### config.mk
export PLATFORM = sky130hd
export DESIGN_NAME = cpi_ram
export DESIGN_NICKNAME = d
export VERILOG_FILES = /design/src/cpi_ram.sv
export SDC_FILE = /design/constraint.sdc
export NUM_CORES = 1
export LEC_CHECK = 0
export BUFFER_PORTS_ARGS = -buffer_cell sky130_fd_sc_hd__buf_2
export CAP_MARGIN = 20
export CORE_ASPECT_RATIO = 1.75
export CORE_UTILIZATION = 55
export DETAILED_ROUTE_END_ITERATION = 8
export GPL_TIMING_DRIVEN = 1
export PLACE_DENSITY_LB_ADDON = 0.05
export SYNTH_ARGS = -nofsm -noshare
export SYNTH_HDL_FRONTEND = slang
export SYNTH_SLANG_ARGS = --single-unit
### constraint.sdc
create_clock -name clk_i -period 2 [get_ports clk_i]
set_input_delay 0.1 -clock clk_i [delete_from_list [all_inputs] [get_ports clk_i]]
set_output_delay 0.1 -clock clk_i [all_outputs]
set_load 0.01 [all_outputs]
### src/cpi_ram.sv
// Generic single-write, single-read RAM with registered read data.
`timescale 1ns / 1ps

module cpi_ram #(
  parameter int WIDTH = 8,
  parameter int DEPTH = 16
) (
  input  logic                     clk_i,
  input  logic                     we_i,
  input  logic [$clog2(DEPTH)-1:0] waddr_i,
  input  logic [WIDTH-1:0]         wdata_i,
  input  logic [$clog2(DEPTH)-1:0] raddr_i,
  output logic [WIDTH-1:0]         rdata_o
);

  logic [WIDTH-1:0] mem_q [DEPTH];

  // Write port
  always_ff @(posedge clk_i) begin
    if (we_i) begin
      mem_q[waddr_i] <= wdata_i;
    end
  end

  // Registered read port
  always_ff @(posedge clk_i) begin
    rdata_o <= mem_q[raddr_i];
  end

endmodule

# [After elaboration in Yosys (flattened, before gate mapping)]
# Memories as Yosys holds them, arrays and structs flattened. A register that Yosys moved wholly into a read port is not among the register bits.
# Cells that the tools add are included.
[word_totals] register_bits=0 mem_bits_rw=128 in_bits=18 out_inout_bits=8 word_cells=3 memories=1
[classes] muxes=2
[memory_table] memory="mem_q" depth=16 width=8 read_ports=1 rd_ports_with_merged_regs=1 wr=1 line_no="16" source="logic [WIDTH-1:0] mem_q [DEPTH];"
[ops] op="two-way mux 1 bit" n=2

# [Logic depth before layout (Yosys ltp)]
# Gate-level depths: netlist (run 1).
[depth] depth_word=2 mapped_depth=5 ltp_nobuf=3

# [Least setup slack after synthesis (run 1)]
# No wires, ideal clock.
[synth_path] kind="input to register" start="in waddr_i[2]" end="mem mem_q[0][0] (enable)" setup_time_ns=0.383 arrival_ns=1.210 required_ns=1.617 setup_slack_ns=0.407 cell_stages=2 path_buffers=0 cell_sequence="or3b_2 -> nor3_1"
[synth_lines] item="start, declared" line_no="10" source="input logic [$clog2(DEPTH)-1:0] waddr_i,"
[synth_lines] item="end, declared" line_no="16"
# No word-level cell before the write port.

==> results of run 1 <==
## flip-flops by register name, indices dropped and copies added, names as in the netlist
signal,count
mem_q,128
rdata_o,8
## power by group through the flow
stage | Combinational, mW | Sequential (mW) | Clock, mW
detailed placement | 0.300 | 3.27 | 0
global route | 0.324 | 3.21 | 3.38
global placement | 0.294 | 3.27 | 0
finish | 0.297 | 3.21 | 3.24
CTS | 0.302 | 3.21 | 3.27
floorplan | 0.162 | 3.27 | 0
## cell usage after synthesis
| cell type | instances | area (um2) |
|---|---|---|
| buf_4 | 1 | 7.51 |
| a22oi_1 | 16 | 120 |
| or3b_2 | 1 | 8.76 |
| buf_2 | 3 | 15.0 |
| nor2b_1 | 1 | 6.26 |
| buf_6 | 3 | 33.8 |
| dfxtp_1 | 8 | 160 |
| clkdlybuf4s25_2 | 3 | 30.0 |
| nand2b_1 | 2 | 12.5 |
| nand2_1 | 9 | 33.8 |
| nand3_1 | 1 | 5.00 |
| and2b_1 | 1 | 7.51 |
| mux4_1 | 14 | 368 |
| mux4_2 | 18 | 405 |
| nor3_1 | 4 | 20.0 |
| nor2_1 | 13 | 48.8 |
| nand3b_1 | 2 | 15.0 |
| edfxtp_1 | 128 | 3840 |
| and2_1 | 1 | 6.26 |
## worst paths after layout
kind | to | slack, ps | from | cells past startpoint
hold reg to reg | rdata_o[0]$_DFF_P_ | 670 | mem_q[14][0]$_DFFE_PP_ | 3
setup / recovery | rdata_o[4]$_DFF_P_ | 660 | mem_q[9][4]$_DFFE_PP_ | 3
hold / removal | mem_q[4][6]$_DFFE_PP_ | 70 | wdata_i[6] | 1
setup reg to reg | rdata_o[4]$_DFF_P_ | 660 | mem_q[9][4]$_DFFE_PP_ | 3
## final cells by class
type                    instances  area share (%)
flip-flops and latches        136            65.3
multi-input cells              83            17.2
clock buffers                  23            7.79
repair buffers                 45            4.89
well taps                     120            2.45
clock inverters                 9            2.37
## critical path: stages (launching register included)
cell	delay [ps]
edfxtp_1	370
mux4_1	500
a22oi_1	280
nand2_1	80
## kinds of logic after synthesis
family | count (synthesis) | synth area share (%)
AO/OA/AOI/OAI | 16 | 2.33
multiplexers | 32 | 15.0
AND/OR/NAND/NOR | 35 | 3.18
flip-flops | 136 | 77.8
buffers and inverters | 10 | 1.68
## per-layer routing
metal  up-vias  share of wire, %  routed length, um
li1       1081                 -                  -
met1      1220                39               3770
met2        64                56               5330
met3        17               3.0                287
met4         0               1.8                175
met5         -                 0                  0
## per-stage QoR
step                cell area (um2)  total power [mW]  instances
global route                   6130              6.92        416
global placement               5510              3.56        384
detailed placement             5510              3.57        384
floorplan                      5150              3.43        229
CTS                            6130              6.78        416
finish                         6130              6.74        416
## cell usage in the layout (no fill, tap or decap)
master / n
nand3_1: 1
edfxtp_1: 128
nand2_1: 9
bufinv_16: 4
clkbuf_16: 17
clkinvlp_4: 1
buf_12: 2
nand3b_1: 2
clkinv_2: 2
mux4_2: 18
nor2_1: 13
clkinv_1: 2
or3b_2: 1
dfxtp_1: 8
nor3_1: 4
buf_2: 25
a22oi_1: 16
nor2b_1: 1
and2b_1: 1
clkbuf_1: 3
and2_1: 1
nand2b_1: 2
clkbuf_8: 3
buf_4: 18
mux4_1: 14
==> impl_metrics.toml, run 1 <==
[run_status]
status = "finished clean"

[power_and_ir_drop]
combPwrFrac_pct = 4.4
p_sw_mw = 1.25
power_frac_clock_pct = 48.0
cell_internal_pwr_mw = 5.49
power_density_mw_per_mm2 = 1100
netSwitchingFraction_pct = 18.6
irDropWorstVdd_uv = 1250
p_leak_nw = 2.11
p_seq_share_pct = 47.6

[floorplanning]
die-area_mm2 = 0.00977
core-area_mm2 = 0.00909
die_w_um = 75.1
die_h_um = 130
io-pin-count = 26
start_util_pct = 56.6
row_count = 46

[global_route]
grt_max_degree = 33
grt_pass1_vias = 2526
grtUsageTotal_pct = 22.6
grt_util_met1_pct = 26.9
grt_first_pass_wirelength_um = 14500
use_met2_pct = 38.9
met3_usage_pct = 5.10
antenna_found_initial = 0
grt-ovfl-total = 0
busiest_layer = "met2"

[drt]
drtPass1Iterations = 4
vias = 2382
drt_iter0_drc = 126
ant_nets = 0
wl_per_cell_um = 23.0
totalWireLength_um = 9560
drc = 0
viasPerCell = 5.73

[clock_tree]
clock_latency_ps = 400
cts_resized = 0
cts-htree-levels = 4
ctsRootBufferMaster = "clkbuf_16"
cts_buffer_depth = 2
numCtsBuffers = 17
clock-sinks = 136
clk_pin_slew_ps = 50
cts_hold_buf = 0
postCtsSetupBuffers = 0
cts_tree = "done"

[logic_synthesis]
postSynthAreaPerCell_um2 = 22.5
syn_nets = 247
synth.distinct_cells = 19
ys_warn_count = 0
netlist_instances = 229
yosysSeqAreaShare_pct = 77.8
syn_area_mm2 = 0.00515
synth-seq-cells = 136

[critical_path]
cp.arrival_ps = 1630
start_kind = "flop"
worstPathRequired_ps = 2290
path_class = "reg -> reg"
crit_path_end_kind = "flop"
cp_max_fo = 1

[sta]
min_period_ps = 1340
rsz0062_at_grt = "false"
relSlewSlack_pct = 67.0
clock_skew_ps = 3.81
worst_slack_ps = 661
clock.fmax_ghz = 0.747
fin_crit_sh_pct = 66.9
final_hold_viol_count = 0
tns_ps = 0
setup_violations = 0
timing.hold.ws_ps = 72.4
slew_viol_final = 0
tightest_slew_ps = 495

[layout]
ff_latch_area_mm2 = 0.00400
fin_nets = 301
fillers = 646
n_antenna_cell = 0
final_util_pct = 67.5
drive_above_1_share_pct = 30.7
multi_input_area_mm2 = 0.00106
area_growth_pct = 19.2

[placement]
pre_cts_ws_ps = 435
io_buffers = 25
gp_congestion = 0.807
dpl.hpwl_um = 6200

[job]
maxCapViolCount = 0

[min_path]
hp-class = "in -> reg"
Note: power is estimated with default switching activity, not from simulation.
==> run 2, diff against run 1 <==
Settings changed: ABC_AREA set to 1.
Clock period 2 ns to 1.4 ns, I/O delays scaled along.
==> impl_metrics.toml, run 2 <==
[run_status]
status = "finished clean"

[layout]
fin_nets = 615
largest_register_ff_count = 128
regMostFlops = "mem_q"
drive_above_1_share_pct = 12.6
most-common-layout-cells = "173 x nand2_1, 128 x edfxtp_1, 100 x inv_1"
fillers = 811
top_regs = "mem_q (128), rdata_o (8)"
final_common_cell = "nand2_1"
n_antenna_cell = 0
area_growth_pct = 16.6
stdcell_area_mm2 = 0.00672

[drt]
ant_nets = 0
wl_per_cell_um = 16.1
viasPerCell = 5.18
totalWireLength_um = 11900
vias = 3819
drt_iter0_drc = 135
drc = 0
drtPass1Iterations = 4

[global_route]
antenna_found_initial = 0
grt-ovfl-total = 0
grt_first_pass_wirelength_um = 18800
grtUsageTotal_pct = 24.5
grt_max_degree = 65
grt_pass1_vias = 3871

[sta]
tightest_slew_ps = 319
setup_violations = 0
fin_crit_sh_pct = 69.1
rsz0062_at_grt = "false"
min_period_ps = 967
clock.fmax_ghz = 1.03
relSlewSlack_pct = 78.7
tns_ps = 0
final_hold_viol_count = 0
timing.hold.ws_ps = 35.1
slew_viol_final = 0
clock_skew_ps = 4.97

[logic_synthesis]
ys_warn_count = 0
synth_top_area_share_pct = 66.7
netlist_instances = 551
syn_area_mm2 = 0.00577
synth_most_common_cell = "nand2_1"
postSynthAreaPerCell_um2 = 10.5
synth_common_cells = "173 x nand2_1, 128 x edfxtp_1, 100 x inv_1"
synth.distinct_cells = 12
syn_nets = 569
synth_edf_count = 128
yosys.area.top_type = "edfxtp_1"
yosysSeqAreaShare_pct = 69.4
synth-seq-cells = 136
synth.area.top_cells = "edfxtp_1 67%, nand2_1 11%, nand3_1 8.4%, inv_1 6.5%, dfxtp_1 2.8%"
synth_ff_type = "edfxtp_1"
synthArstFlopShare_pct = 0

[clock_tree]
ctsRootBufferMaster = "clkbuf_16"
clock_latency_ps = 410
postCtsSetupBuffers = 0
clk_pin_slew_ps = 60
cts_hold_buf = 0
numCtsBuffers = 17
clock-sinks = 136
cts_resized = 0
cts_buffer_depth = 2
cts-htree-levels = 4
cts_tree = "done"

[critical_path]
crit_buf_inv = 1
path_class = "reg -> reg"
cpMaxStageDelayCell = "edfxtp_1"
worstPathCellList = "inv_1 > nand2_1 > nand3_1 > nand3_1 > nand3_1 > nand2_1"
worstPathRequired_ps = 1700
slowest_delay_ps = 360
cp.arrival_ps = 1270
crit_path_end_kind = "flop"
cp_max_fo = 1
path_delay_family = "simple AND/OR/NAND/NOR gates"
start_kind = "flop"
crit_top_cell = "nand3_1"

[floorplanning]
start_util_pct = 56.3
die_h_um = 137
io-pin-count = 26
die-area_mm2 = 0.0109
die_w_um = 79.4
row_count = 49
core-area_mm2 = 0.0102

[placement]
io_buffers = 25
gp_congestion = 0.867
dpl.hpwl_um = 7630
placed_area_mm2 = 0.00613

[power_and_ir_drop]
cell_internal_pwr_mw = 7.67
netSwitchingFraction_pct = 19.9
p_leak_nw = 2.95
combPwrFrac_pct = 5.8
p_sw_mw = 1.91
power_density_mw_per_mm2 = 1430
power_frac_clock_pct = 46.4
irDropWorstVdd_uv = 1060
p_seq_share_pct = 47.8

[job]
maxCapViolCount = 0

[min_path]
hp-class = "in -> reg"
## run 2: cell count changes in the layout (fill, tap and decap cells not counted), moves of 14 or more
| cell | previous run | this run |
|---|---|---|
| a22oi_1 | 16 | 0 |
| inv_1 | 0 | 100 |
| mux4_1 | 14 | 0 |
| mux4_2 | 18 | 0 |
| nand2_1 | 9 | 173 |
| nand3_1 | 1 | 97 |
## run 2: per-stage QoR
stage,power [mW],cells,setup slack (ps),utilization (%)
after detailed placement,5.22,705,246,59.9
after global placement,5.21,705,273,59.9
final,9.58,737,433,65.7
after CTS,9.67,737,405,65.7
after global routing,9.90,737,297,65.7
after floorplan,4.99,551,379,-
## run 2: cell type report
type / count / area (um2) / share of cell area (%)
multi-input cells: 289 / 1210 / 18.1
well taps: 127 / 159 / 2.36
clock inverters: 12 / 156 / 2.33
clock buffers: 20 / 437 / 6.50
inverters: 102 / 383 / 5.70
repair buffers: 51 / 370 / 5.51
flip-flops and latches: 136 / 4000 / 59.6
## run 2: power groups by stage
| stage | Clock, mW | Sequential [mW] | Combinational, mW |
|---|---|---|---|
| CTS | 4.52 | 4.58 | 0.561 |
| global route | 4.69 | 4.59 | 0.623 |
| finish | 4.45 | 4.58 | 0.555 |
| floorplan | 0 | 4.67 | 0.321 |
| detailed placement | 0 | 4.66 | 0.557 |
| global placement | 0 | 4.66 | 0.546 |
## run 2: tightest hold or removal path, stage by stage
cell and delay, ps:
buf_2 180, nand3_1 100, nand2_1 40
## run 2: worst paths after layout
| path | from | end | slack [ps] | cells after the start |
|---|---|---|---|---|
| worst max-delay path | mem_q[1][2]$_DFFE_PP_ | rdata_o[2]$_DFF_P_ | 430 | 6 |
| worst min-delay path | raddr_i[3] | rdata_o[4]$_DFF_P_ | 40 | 3 |
| worst max register to register | mem_q[1][2]$_DFFE_PP_ | rdata_o[2]$_DFF_P_ | 430 | 6 |
| worst min register to register | mem_q[11][0]$_DFFE_PP_ | rdata_o[0]$_DFF_P_ | 660 | 6 |
## run 2: cell families (layout without fill, tap and decap cells)
kind of cell           count (synthesis)  after routing  synth area share [%]
flip-flops                           136            136                  69.4
AND/OR/NAND/NOR                      289            289                  21.0
buffers and inverters                126            185                  9.52
## run 2: layer usage
metal	vias up	track usage [%]	routed length (um)
met5	-	0	0
met4	0	11.2	321
met3	25	5.50	397
met2	85	45.4	6670
met1	1839	25.8	4470
li1	1870	-	-
==> run 3, diff against run 2 <==
Clock period 1.4 ns to 0.8 ns, I/O delays scaled along.
==> impl_metrics.toml, run 3 (same netlist as run 2, synthesis figures left out) <==
[placement]
gp_congestion = 0.870
dpl.hpwl_um = 8460
io_buffers = 25

[critical_path]
worstPathRequired_ps = 1100
reg2reg_depth = 6
crit_start = "mem_q[12][4]$_DFFE_PP_"
path_class = "reg -> reg"
crit_path_end_kind = "flop"
cp_max_fo = 1
r2r_start = "mem_q[12][4]$_DFFE_PP_"
cp.arrival_ps = 1250
start_kind = "flop"

[power_and_ir_drop]
totalPowerFinal_mw = 17.2
p_seq_share_pct = 46.6
irDropWorstVdd_uv = 2050
netSwitchingFraction_pct = 21.2
power_density_mw_per_mm2 = 2400
power_frac_clock_pct = 46.5
combPwrFrac_pct = 6.9
cell_internal_pwr_mw = 13.6
p_leak_nw = 3.12
p_sw_mw = 3.65

[layout]
largest_register_ff_count = 128
top_regs = "mem_q (128), rdata_o (8)"
area_growth_pct = 24.8
n_antenna_cell = 0
drive_above_1_share_pct = 21.3
fillers = 733
final_common_cell = "nand2_1"
multi_input_area_mm2 = 0.00138
most-common-layout-cells = "169 x nand2_1, 128 x edfxtp_1, 100 x inv_1"
fin_nets = 628
regMostFlops = "mem_q"
ff_latch_area_mm2 = 0.00401
final_util_pct = 70.3

[drt]
drtPass1Iterations = 7
viasPerCell = 5.25
vias = 3937
wl_per_cell_um = 17.4
ant_nets = 0
drt_iter0_drc = 260
drc = 0
totalWireLength_um = 13100

[floorplanning]
die_w_um = 79.4
die-area_mm2 = 0.0109
io-pin-count = 26
core-area_mm2 = 0.0102
row_count = 49
die_h_um = 137
start_util_pct = 56.3

[run_status]
violations = "negative setup slack"
status = "finished, violations left"

[clock_tree]
cts_tree = "done"
ctsRootBufferMaster = "clkbuf_16"
clk_pin_slew_ps = 60
cts-htree-levels = 4
clock-sinks = 136
clock_latency_ps = 420
numCtsBuffers = 17
postCtsSetupBuffers = 0
cts_buffer_depth = 2

[global_route]
antenna_found_initial = 0
grt_pass1_vias = 3773
grt_first_pass_wirelength_um = 19900
grt_max_degree = 28
grtUsageTotal_pct = 26.3
grt-ovfl-total = 0

[sta]
clock_skew_ps = 11.2
clock.fmax_ghz = 1.05
setup_violations = 16
final_hold_viol_count = 0
relSlewSlack_pct = 75.5
tightest_slew_ps = 368
slew_viol_final = 0
tns_ps = -1620
fin_crit_sh_pct = 119
worst_slack_ps = -151
min_period_ps = 951
rsz0062_at_grt = "true"

[min_path]
hp-start = "wdata_i[5]"
hp-class = "in -> reg"
whs_path_depth = 1

[job]
maxCapViolCount = 0
==> run 3: changes by cell type in the layout (fill, tap and decap cells not counted), sizes merged <==
cell      change
clkinvlp      +1
buf          +13
clkbuf        -2
clkinv        -1
inv           +2
==> run 3: power groups by stage <==
stage,clock network (mW),logic (mW),registers [mW]
floorplan,0,0.597,8.17
global placement,0,1.12,8.16
detailed placement,0,1.14,8.16
CTS,8.11,1.17,8.03
global route,8.40,1.30,8.04
finish,8.02,1.19,8.03
==> run 3: per-layer routing <==
metal | global-route usage [%] | share of wire, % | up-vias
met3 | 5.63 | 4.6 | 15
met4 | 10.4 | 1.5 | 0
met2 | 47.6 | 55 | 135
li1 | - | - | 1891
met1 | 30.0 | 38 | 1896
met5 | 0 | 0 | -
==> run 3: repair_timing <==
action | CTS | global route
gates resized for setup | 12 | 12
hold buffers | 0 | 0
pin swaps | 17 | 8
setup endpoints to repair | 16 | 16
endpoints found under the hold margin | 0 | 0
==> run 3: critical path, cell delays in order (launching register included) <==
cell and delay, ps:
edfxtp_1 390, inv_1 70, nand2_1 50, nand3_1 80, nand3_1 90, nand3_1 90
nand2_1 70
==> run 3: path summary, 6_finish.rpt <==
path                                              end  slack, ps
worst max register to register     rdata_o[4]$_DFF_P_       -150
worst max-delay path               rdata_o[4]$_DFF_P_       -150
worst min-delay path            mem_q[4][5]$_DFFE_PP_         30
worst min register to register     rdata_o[3]$_DFF_P_        670
==> run 3: cell type report <==
type,count,share of cell area (%)
Sequential cell,136,55.7
Multi-Input combinational cell,289,19.2
Timing Repair Buffer,64,9.11
Clock buffer,18,5.96
Inverter,102,5.32
Clock inverter,14,2.49
Tap cell,127,2.21
==> run 3: stage by stage <==
step / setup WS (ps) / cell area (um2) / hold slack, ps / instances
final: -151 / 7200 / 28.0 / 750
after floorplan: -114 / 5860 / 139 / 551
after detailed placement: -323 / 6480 / 444 / 718
after global routing: -219 / 7200 / 30.0 / 750
after CTS: -152 / 7150 / 18.1 / 750
after global placement: -314 / 6480 / 441 / 718
