### src/cpi_pkg.sv
// Shared constants, types and codes for the CSR pattern insert block.
`timescale 1ns / 1ps

package cpi_pkg;

  // Store sizes
  localparam int MAX_ROWS = 256;
  localparam int CAPACITY = 4096;

  // Field widths of the channels
  localparam int IDX_W    = 9;
  localparam int STS_W    = 3;
  localparam int SLOT_W   = 12;
  localparam int NZ_W     = 13;
  localparam int COL_W    = 9;

  // Derived widths
  localparam int RAW      = $clog2(MAX_ROWS + 1);
  localparam int KW       = RAW + 1;
  localparam int CAW      = $clog2(CAPACITY);
  localparam int CNT_W    = $clog2(CAPACITY + 1);
  localparam int LIM_W    = (RAW > IDX_W) ? RAW : IDX_W;

  localparam logic [IDX_W-1:0] ROWS_RESET = IDX_W'(256);

  typedef enum logic [STS_W-1:0] {
    STS_INSERTED = 3'd0,
    STS_PRESENT  = 3'd1,
    STS_FIXED    = 3'd2,
    STS_RANGE    = 3'd3,
    STS_FULL     = 3'd4
  } status_e;

  typedef enum logic [3:0] {
    ST_CLEAR,
    ST_IDLE,
    ST_LOAD_LO,
    ST_LOAD_HI,
    ST_SEARCH,
    ST_SHIFT,
    ST_PUT,
    ST_PINC,
    ST_EMIT
  } state_e;

  // Row pointer memory request
  typedef struct packed {
    logic             we;
    logic [RAW-1:0]   waddr;
    logic [CNT_W-1:0] wdata;
    logic [RAW-1:0]   raddr;
  } ptr_req_t;

  // Column entry memory request
  typedef struct packed {
    logic             we;
    logic [CAW-1:0]   waddr;
    logic [COL_W-1:0] wdata;
    logic [CAW-1:0]   raddr;
  } col_req_t;

endpackage

### src/cpi_if.sv
// Channel interfaces: position words in, result words out, register writes.
`timescale 1ns / 1ps

interface cpi_in_if;
  logic                      valid;
  logic                      ready;
  logic signed [8:0]         row;
  logic signed [8:0]         col;

  modport source (output valid, output row, output col, input ready);
  modport sink   (input valid, input row, input col, output ready);
endinterface

interface cpi_out_if;
  logic                      valid;
  logic                      ready;
  logic [2:0]                status;
  logic [11:0]               slot;
  logic [12:0]               nonzero_count;

  modport source (output valid, output status, output slot, output nonzero_count,
                  input ready);
  modport sink   (input valid, input status, input slot, input nonzero_count,
                  output ready);
endinterface


### src/cpi_seq.sv
// Sequencer: row pointer lookup, row walk, entry shift and pointer update.
`timescale 1ns / 1ps

module cpi_seq (
  input  logic                         clk_i,
  input  logic                         rst_ni,
  input  logic [cpi_pkg::IDX_W-1:0]    rows_in_use_i,
  cpi_in_if.sink                       in_i,
  cpi_out_if.source                    out_o,
  output cpi_pkg::ptr_req_t            ptr_req_o,
  input  logic [cpi_pkg::CNT_W-1:0]    ptr_rdata_i,
  output cpi_pkg::col_req_t            col_req_o,
  input  logic [cpi_pkg::COL_W-1:0]    col_rdata_i
);

  localparam int RAW   = cpi_pkg::RAW;
  localparam int KW    = cpi_pkg::KW;
  localparam int CAW   = cpi_pkg::CAW;
  localparam int CNT_W = cpi_pkg::CNT_W;
  localparam int LIM_W = cpi_pkg::LIM_W;
  localparam int IDX_W = cpi_pkg::IDX_W;

  cpi_pkg::state_e     state_q, state_d;
  cpi_pkg::status_e    res_sts_q, res_sts_d;
  logic [IDX_W-1:0]    r_q, r_d, c_q, c_d;
  logic [CNT_W-1:0]    lo_q, lo_d, hi_q, hi_d, p_q, p_d, j_q, j_d, count_q, count_d;
  logic [CAW-1:0]      cwa_q, cwa_d;
  logic [RAW-1:0]      pwa_q, pwa_d;
  logic [KW-1:0]       k_q, k_d, clr_q, clr_d;
  logic                pend_q, pend_d;
  logic                out_valid_q, out_valid_d;
  cpi_pkg::status_e    out_sts_q, out_sts_d;
  logic [cpi_pkg::SLOT_W-1:0] out_slot_q, out_slot_d;
  logic [cpi_pkg::NZ_W-1:0]   out_nz_q, out_nz_d;

  logic [IDX_W-1:0]    r_in, c_in;
  logic [LIM_W-1:0]    riu_ext, limit;
  logic                accept, is_fixed, is_range;
  logic                walk_on, found, full, shift_on, pinc_on, clr_done, emit_go;

  // Decode the incoming word and the saturated row limit
  assign r_in     = in_i.row;
  assign c_in     = in_i.col;
  assign riu_ext  = LIM_W'(rows_in_use_i);
  assign limit    = (riu_ext > LIM_W'(cpi_pkg::MAX_ROWS)) ?
                    LIM_W'(cpi_pkg::MAX_ROWS) : riu_ext;
  assign accept   = (state_q == cpi_pkg::ST_IDLE) && in_i.valid;
  assign is_fixed = r_in[IDX_W-1] | c_in[IDX_W-1];
  assign is_range = (LIM_W'(r_in) >= limit) || (LIM_W'(c_in) >= limit);

  // Walk and update conditions
  assign walk_on  = (p_q < hi_q) && (col_rdata_i < c_q);
  assign found    = (p_q < hi_q) && (col_rdata_i == c_q);
  assign full     = (count_q >= CNT_W'(cpi_pkg::CAPACITY));
  assign shift_on = (j_q > p_q);
  assign pinc_on  = (k_q <= KW'(cpi_pkg::MAX_ROWS));
  assign clr_done = (clr_q == KW'(cpi_pkg::MAX_ROWS));
  assign emit_go  = !out_valid_q || out_o.ready;

  // Next state
  always_comb begin
    state_d = state_q;
    case (state_q)
      cpi_pkg::ST_CLEAR: begin
        if (clr_done) state_d = cpi_pkg::ST_IDLE;
      end
      cpi_pkg::ST_IDLE: begin
        if (accept) begin
          state_d = (is_fixed || is_range) ? cpi_pkg::ST_EMIT : cpi_pkg::ST_LOAD_LO;
        end
      end
      cpi_pkg::ST_LOAD_LO: state_d = cpi_pkg::ST_LOAD_HI;
      cpi_pkg::ST_LOAD_HI: state_d = cpi_pkg::ST_SEARCH;
      cpi_pkg::ST_SEARCH: begin
        if (walk_on) begin
          state_d = cpi_pkg::ST_SEARCH;
        end else if (found || full) begin
          state_d = cpi_pkg::ST_EMIT;
        end else begin
          state_d = cpi_pkg::ST_SHIFT;
        end
      end
      cpi_pkg::ST_SHIFT: begin
        if (!shift_on) state_d = cpi_pkg::ST_PUT;
      end
      cpi_pkg::ST_PUT: state_d = cpi_pkg::ST_PINC;
      cpi_pkg::ST_PINC: begin
        if (!pinc_on) state_d = cpi_pkg::ST_EMIT;
      end
      cpi_pkg::ST_EMIT: begin
        if (emit_go) state_d = cpi_pkg::ST_IDLE;
      end
      default: state_d = cpi_pkg::ST_IDLE;
    endcase
  end

  // Datapath controls, memory requests and register updates
  always_comb begin
    ptr_req_o   = '0;
    col_req_o   = '0;
    in_i.ready  = 1'b0;
    res_sts_d   = res_sts_q;
    r_d         = r_q;
    c_d         = c_q;
    lo_d        = lo_q;
    hi_d        = hi_q;
    p_d         = p_q;
    j_d         = j_q;
    count_d     = count_q;
    cwa_d       = cwa_q;
    pwa_d       = pwa_q;
    k_d         = k_q;
    clr_d       = clr_q;
    pend_d      = pend_q;
    out_sts_d   = out_sts_q;
    out_slot_d  = out_slot_q;
    out_nz_d    = out_nz_q;
    out_valid_d = out_valid_q && !out_o.ready;
    case (state_q)
      // Zero every row pointer after reset
      cpi_pkg::ST_CLEAR: begin
        ptr_req_o.we    = 1'b1;
        ptr_req_o.waddr = clr_q[RAW-1:0];
        ptr_req_o.wdata = '0;
        clr_d           = clr_q + KW'(1);
      end
      // Take a word and fetch the row start pointer
      cpi_pkg::ST_IDLE: begin
        in_i.ready      = 1'b1;
        ptr_req_o.raddr = RAW'(r_in);
        if (accept) begin
          r_d = r_in;
          c_d = c_in;
          p_d = '0;
          if (is_fixed) begin
            res_sts_d = cpi_pkg::STS_FIXED;
          end else begin
            res_sts_d = cpi_pkg::STS_RANGE;
          end
        end
      end
      // Latch the row start, fetch the next row start
      cpi_pkg::ST_LOAD_LO: begin
        lo_d            = ptr_rdata_i;
        ptr_req_o.raddr = RAW'(r_q) + RAW'(1);
      end
      // Latch the row end and read the first entry of the row
      cpi_pkg::ST_LOAD_HI: begin
        hi_d            = ptr_rdata_i;
        p_d             = lo_q;
        col_req_o.raddr = lo_q[CAW-1:0];
      end
      // Advance one entry per cycle while it is below the column
      cpi_pkg::ST_SEARCH: begin
        if (walk_on) begin
          p_d             = p_q + CNT_W'(1);
          col_req_o.raddr = CAW'(p_q + CNT_W'(1));
        end else if (found) begin
          res_sts_d = cpi_pkg::STS_PRESENT;
        end else if (full) begin
          res_sts_d = cpi_pkg::STS_FULL;
          p_d       = '0;
        end else begin
          j_d    = count_q;
          pend_d = 1'b0;
        end
      end
      // Move entries up one slot: read j-1, then write the returned entry to j
      cpi_pkg::ST_SHIFT: begin
        col_req_o.we    = pend_q;
        col_req_o.waddr = cwa_q;
        col_req_o.wdata = col_rdata_i;
        if (shift_on) begin
          col_req_o.raddr = CAW'(j_q - CNT_W'(1));
          cwa_d           = j_q[CAW-1:0];
          pend_d          = 1'b1;
          j_d             = j_q - CNT_W'(1);
        end else begin
          pend_d = 1'b0;
        end
      end
      // Drop the new column into its slot
      cpi_pkg::ST_PUT: begin
        col_req_o.we    = 1'b1;
        col_req_o.waddr = p_q[CAW-1:0];
        col_req_o.wdata = c_q;
        count_d         = count_q + CNT_W'(1);
        k_d             = KW'(r_q) + KW'(1);
        pend_d          = 1'b0;
      end
      // Increment every following row pointer: read pointer k, write it back plus one next cycle
      cpi_pkg::ST_PINC: begin
        ptr_req_o.we    = pend_q;
        ptr_req_o.waddr = pwa_q;
        ptr_req_o.wdata = ptr_rdata_i + CNT_W'(1);
        if (pinc_on) begin
          ptr_req_o.raddr = k_q[RAW-1:0];
          pwa_d           = k_q[RAW-1:0];
          pend_d          = 1'b1;
          k_d             = k_q + KW'(1);
        end else begin
          pend_d    = 1'b0;
          res_sts_d = cpi_pkg::STS_INSERTED;
        end
      end
      // Hand the result word to the output register once it is free
      cpi_pkg::ST_EMIT: begin
        if (emit_go) begin
          out_valid_d = 1'b1;
          out_sts_d   = res_sts_q;
          out_slot_d  = cpi_pkg::SLOT_W'(p_q);
          out_nz_d    = cpi_pkg::NZ_W'(count_q);
        end
      end
      default: begin
        pend_d = 1'b0;
      end
    endcase
  end

  // Control registers
  always_ff @(posedge clk_i or negedge rst_ni) begin
    if (!rst_ni) begin
      state_q     <= cpi_pkg::ST_CLEAR;
      count_q     <= '0;
      clr_q       <= '0;
      pend_q      <= 1'b0;
      out_valid_q <= 1'b0;
    end else begin
      state_q     <= state_d;
      count_q     <= count_d;
      clr_q       <= clr_d;
      pend_q      <= pend_d;
      out_valid_q <= out_valid_d;
    end
  end

  // Payload registers
  always_ff @(posedge clk_i) begin
    res_sts_q  <= res_sts_d;
    r_q        <= r_d;
    c_q        <= c_d;
    lo_q       <= lo_d;
    hi_q       <= hi_d;
    p_q        <= p_d;
    j_q        <= j_d;
    cwa_q      <= cwa_d;
    pwa_q      <= pwa_d;
    k_q        <= k_d;
    out_sts_q  <= out_sts_d;
    out_slot_q <= out_slot_d;
    out_nz_q   <= out_nz_d;
  end

  assign out_o.valid         = out_valid_q;
  assign out_o.status        = out_sts_q;
  assign out_o.slot          = out_slot_q;
  assign out_o.nonzero_count = out_nz_q;

endmodule

### src/flat_wrapper.sv
// flat-port wrapper written by rule: the top's interface ports become plain ports
module cpi_seq_flat 
  (clk_i, rst_ni, rows_in_use_i, ptr_req_o, ptr_rdata_i, col_req_o, col_rdata_i, in_i_valid, in_i_row, in_i_col, in_i_ready, out_o_valid, out_o_status, out_o_slot, out_o_nonzero_count, out_o_ready);
  cpi_in_if in_i_i ();
  cpi_out_if out_o_i ();
  input  logic clk_i;
  input  logic rst_ni;
  input  logic [cpi_pkg::IDX_W-1:0] rows_in_use_i;
  output cpi_pkg::ptr_req_t ptr_req_o;
  input  logic [cpi_pkg::CNT_W-1:0] ptr_rdata_i;
  output cpi_pkg::col_req_t col_req_o;
  input  logic [cpi_pkg::COL_W-1:0] col_rdata_i;
  input wire logic [$bits(in_i_i.valid)-1:0] in_i_valid;
  input wire logic [$bits(in_i_i.row)-1:0] in_i_row;
  input wire logic [$bits(in_i_i.col)-1:0] in_i_col;
  output wire logic [$bits(in_i_i.ready)-1:0] in_i_ready;
  output wire logic [$bits(out_o_i.valid)-1:0] out_o_valid;
  output wire logic [$bits(out_o_i.status)-1:0] out_o_status;
  output wire logic [$bits(out_o_i.slot)-1:0] out_o_slot;
  output wire logic [$bits(out_o_i.nonzero_count)-1:0] out_o_nonzero_count;
  input wire logic [$bits(out_o_i.ready)-1:0] out_o_ready;
  assign in_i_i.valid = in_i_valid;
  assign in_i_i.row = in_i_row;
  assign in_i_i.col = in_i_col;
  assign in_i_ready = in_i_i.ready;
  assign out_o_valid = out_o_i.valid;
  assign out_o_status = out_o_i.status;
  assign out_o_slot = out_o_i.slot;
  assign out_o_nonzero_count = out_o_i.nonzero_count;
  assign out_o_i.ready = out_o_ready;
  cpi_seq u_core (.clk_i(clk_i), .rst_ni(rst_ni), .rows_in_use_i(rows_in_use_i), .in_i(in_i_i), .out_o(out_o_i), .ptr_req_o(ptr_req_o), .ptr_rdata_i(ptr_rdata_i), .col_req_o(col_req_o), .col_rdata_i(col_rdata_i));
endmodule
### config.mk
export PLATFORM = sky130hd
export DESIGN_NAME = cpi_seq_flat
export DESIGN_NICKNAME = d
export VERILOG_FILES = /design/src/cpi_pkg.sv /design/src/cpi_if.sv /design/src/cpi_seq.sv /design/src/flat_wrapper.sv
export SDC_FILE = /design/constraint.sdc
export NUM_CORES = 1
export LEC_CHECK = 0
export ABC_AREA = 1
export BUFFER_PORTS_ARGS = -buffer_cell sky130_fd_sc_hd__buf_2
export CORE_MARGIN = 5
export CORE_UTILIZATION = 60
export DETAILED_ROUTE_END_ITERATION = 16
export PLACE_DENSITY = 0.8
export RECOVER_POWER = 25
export SYNTH_ARGS = -nofsm -noshare
export SYNTH_HDL_FRONTEND = slang
export SYNTH_SLANG_ARGS = --single-unit
### constraint.sdc
create_clock -name clk_i -period 6.9 [get_ports clk_i]
set_input_delay 1.035 -clock clk_i [delete_from_list [all_inputs] [get_ports clk_i]]
set_output_delay 1.035 -clock clk_i [all_outputs]
set_load 0.05 [all_outputs]
* Word-level counts from Yosys, hierarchy flattened *
Cells that the tools add are included.

storage, ports and cells
  register bits = 161
  input bits = 53
  word-level logic and storage cells = 130

cells by class
  eq/ne operators = 23
  $add $sub $neg = 8
  multiplexer cells = 45
  magnitude comparators = 8
  bitwise logic cells = 2
  reduce and logical (&&, ||, !) cells = 26

operators with widths
  operator                 number
  $mux W13                 8
  $pmux W23 S2             1
  $pmux W22 S2             1
  $add A13 B1 Y13 const B  3
  $pmux W13 S3             1
  $pmux W12 S3             1
  $pmux W4 S9              1
  $mux W4                  8
  $pmux W9 S3              1
  $pmux W13 S2             1
  $mux W12                 2
  $add A10 B1 Y10 const B  2
  $pmux W10 S2             1
  $ge A9 B9 Y1             2
  $mux W9                  2
  $eq A4 B3 Y1 const B     4
  $mux W3                  5
  $reduce_and A5 Y1        3
  $ge A13 B13 Y1 const B   1
  $gt A13 B13 Y1           1
  $lt A13 B13 Y1           1
  $sub A13 B1 Y13 const B  1
  $add A9 B1 Y10 const B   1
  $eq A10 B9 Y1 const B    1
  other kinds (27)         59

* Logic depth before layout (Yosys ltp) *
  depth in word-level cells = 8
  gate-level depth with buffers = 14

* Worst setup path after synthesis *
OpenSTA, ideal clock, no wires.

  path type = input to output
  start point = input ptr_rdata_i[0] (netlist bit)
  end point = output ptr_req_o[17] (netlist bit)
  stages on the path = 10
  path slack = 3.094 ns
  data arrival time = 2.771 ns
  path buffers = 0
  path through = ha_1 nand2_1 inv_1 nand2_1 nor2_1 nand3_1 inv_1 nand2_1 inv_1 nor3_1

RTL lines
  element          RTL line            text
  start, declared  flat_wrapper.sv:10  input logic [cpi_pkg::CNT_W-1:0] ptr_rdata_i;
  end, declared    flat_wrapper.sv:9   output cpi_pkg::ptr_req_t ptr_req_o;

==> results.md <==
- Setup TNS: 0 ns
- DP Wirelength: 17110 um
- RSZ-0062 raised after global routing: false
- Critical Path RT: 5.86 ns
- PostCTS Resize Cnt: 0
- Failing checks: capacitance limit, slew limit
- Number of I/O port buffers: roughly 150
- Worst hold slack: roughly 0.42 ns
- Initial antenna violation count: 0
- Tot GR Track Use: a little over a quarter
- Die H: 133.9 um
- Worst rel slew slack: -17.47%
- Final ANT Viol Nets: 0
- Worst skew pair latency: 0.43 ns
- Ports: ~150
- CTS Hold Bufs: 0
- GRT met3 Usage: under 10%
- Worst Skew: about 0.0063 ns
- Netlist Area Pre-Place: between 9000 and 10000 um2
- FMAX: around 0.20 GHz
- Final Hold Fails: 0
- CTS sink count: ~160
- Drt pass-1 iters: 6
- Post-synth EDFFs: 132
- Layout cells sized above 1: between 10% and 20%
- Routability cong.: between 0.8 and 0.9
- Synth async-reset ratio: a little under a fifth
- Met1 usage in global routing: ~33%
- Switch Pwr: roughly 1300 uW
- Core region area: 15150 um2
- Reg power frac: around 38%
- Total number of yosys warnings: 0
- Comb pwr share: 31.7%
- Initial Util: between 60% and 70%
- Internal: approximately 2200 uW
- Proportion of power drawn by the clock network: a little under a third
- WL/cell: 16.58 um
- HP Class: flip-flop to flip-flop
- H-tree levels: 4
- Syn_area_per_cell: around 9 um2
- Type of the worst setup path: input port to primary output
- Remaining Overflow, GRT: 0
- Vias per inst: between 5 and 6
- Placed instance area: about 10000 um2
- Top cells by area, synth: edfxtp_1, nand2_1, ha_1, dfrtp_1, inv_1
- Switching portion of total power: 37.88%
- Layout net count: 1297
- Setup Buffers After CTS: 0
- Vias in the first global route: ~7.5k
- Root Driver: clkbuf_16
- Primary FF master, synth: edfxtp_1
- Final slew viol count: 30
- Distinct cells, synth: 39
- Pwr Density: roughly 330 nW/um2
- Yosys reg bits: ~160
- CTS Buffer Depth: 2
- Busiest grt layer: met2
- Drt drc: 0
- Area share of the largest cell type after synthesis: a little over two fifths
- Total CTS buffers: 17
- Sequential area share after synthesis: between 50% and 60%
- Number of diodes: 0
- Initial DRC Count: 562
- Global-route wire length before repair: ~37000 um
- Final setup violation count: 0
- DR vias: a little under 8k
- Leak pwr: between 0.005 and 0.006 uW
- Worst Tran Pin Value: about 1.8 ns
- Final core occ: between 70 and 80%
- Row cnt: 45
- Die X: 133.9 um
- Element type at the critical path end: primary output
- Fin crit period: 4.886 ns
- Largest fanout on the critical path: 12
- Die area: roughly 18000 um2
- Clock Pin Slew Worst Setup and Hold Paths: around 0.060 ns
- Global routing usage on met2: a little under half
- Final WL: between 20000 and 25000 um
- Worst EP arrival: a little under 4 ns
- Largest net degree at the start of global routing: 40
- Area grow syn2layout: 17.15%
- Fraction of the cycle the final worst path needs: between 70% and 80%
- Synthesized instance count: 1028
- TritonCTS clock tree: yes
- Type of origin of the critical path: input port
- Total of max-cap violations: 1
- Post-Syn Nets: 1141
- Fin area: 10790 um2
- Worst-case vdd ir drop: around 0.24 mV
- Status: finished with violations
- Area leader, netlist: edfxtp_1
worst max-delay path, cell delays in order:
cell,delay (ns)
buf_2,0.12
ha_1,0.33
a21o_1,0.19
nor2_1,0.11
nand3_1,0.17
nor2_1,0.74
nand2_1,0.39
o21ai_0,0.31
inv_1,0.07
nand2_1,0.11
buf_2,0.28
synthesized netlist by cell type (9+ instances only):
master    instances
o21ai_0          62
a21oi_1          34
nand3_1          50
dfrtp_1          29
inv_1           147
nand2_1         268
o211ai_1         13
nand2_2           9
ha_1             60
nor3_1           24
edfxtp_1        132
buf_2            10
xor2_1           32
nand4_1          13
nor2_1           83
flip-flops by register name, summed over array words and instances, names as in the netlist, 9 cells and up:
signal and cells:
u_core.cwa_q 12, u_core.c_q 9, u_core.r_q 9, u_core.j_q 13, u_core.clr_q 10, u_core.out_o.slot 12, u_core.k_q 10, u_core.count_q 13
u_core.pwa_q 9, u_core.lo_q 13, u_core.hi_q 13, u_core.out_o.nonzero_count 13, u_core.p_q 13
metal layers:
metal,vias up,wire [um]
met5,-,0
met4,0,585
met3,50,1638
met2,344,11450
met1,3603,9292
li1,3725,-
layout by cell type (no fill, tap or decap), types with 2 or more instances in the layout:
cell and n:
xor2_1 32, nor3_2 3, o221ai_1 4, nor3_4 2
nor4_1 2, nor2_2 8, o21ai_0 62, nand2_1 268
clkbuf_1 31, inv_2 5, buf_4 6, nand2_2 9
dfrtp_1 29, clkinvlp_4 3, or2_2 2, edfxtp_1 132
nor2_1 81, clkbuf_16 17, o211ai_1 13, nand3b_1 2
nand4_1 13, buf_2 117, clkinv_2 3, nor2_8 2
xnor2_1 4, o21a_1 2, nand3_2 2, ha_1 60
o21ai_1 5, o21ai_2 4, bufinv_16 6, inv_1 147
nand3_1 50, nor3_1 23, a21oi_1 33, nand2_4 2
o21bai_1 3
logic make-up after synthesis:
logic type	Yosys count	share of synthesized area [%]
buffers and inverters	170	7.229
AOI/OAI and AO/OA	129	7.868
adders and majority gates	60	8.153
and+or+nand+nor	472	22.39
xor gates and xnor gates	36	3.424
DFF	161	50.93
power by group through the flow:
| stage | logic, uW | clock network (uW) | registers, uW |
|---|---|---|---|
| floorplan | 701 | 0 | 1440 |
| global placement | 1070 | 0 | 1350 |
| detailed placement | 1110 | 0 | 1350 |
| CTS | 1120 | 1080 | 1330 |
| global route | 1230 | 1120 | 1350 |
| finish | 1120 | 1080 | 1340 |
stage by stage:
step                std cells  setup WS (ns)  power [uW]
detailed placement       1353          2.203        2460
global route             1385          1.746        3707
global placement         1353          2.279        2425
finish                   1385          2.014        3539
floorplan                1028          3.094        2141
CTS                      1385          2.150        3535
final cells by class:
type / count / area, um2
flip-flops and latches: 161 / 4690
well taps: 188 / 235.2
repair buffers: 154 / 747.0
clock buffers: 18 / 439.2
inverters: 153 / 574.3
fillers: 1146 / 4359
clock inverters: 14 / 235.2
multi-input cells: 697 / 3866
final timing paths:
path | slack [ns] | endpoint | startpoint | depth (start not counted)
worst max register to register | 3.36 | u_core.j_q[6]$_DFFE_PP_ | u_core.p_q[9]$_DFFE_PP_ | 11
worst min-delay path | 0.42 | u_core.out_o.status[0]$_DFFE_PP_ | u_core.res_sts_q[0]$_DFFE_PP_ | 0
max in group asynchronous | 4.81 | u_core.clr_q[1]$_DFFE_PN0P_ | rst_ni | 1
worst max-delay path | 2.01 | col_req_o[0] | col_rdata_i[8] | 11
min in group asynchronous | 1.06 | u_core.count_q[2]$_DFFE_PN0P_ | rst_ni | 1
worst min register to register | 0.42 | u_core.out_o.status[0]$_DFFE_PP_ | u_core.res_sts_q[0]$_DFFE_PP_ | 0
Power figures use the tool's default switching activity.
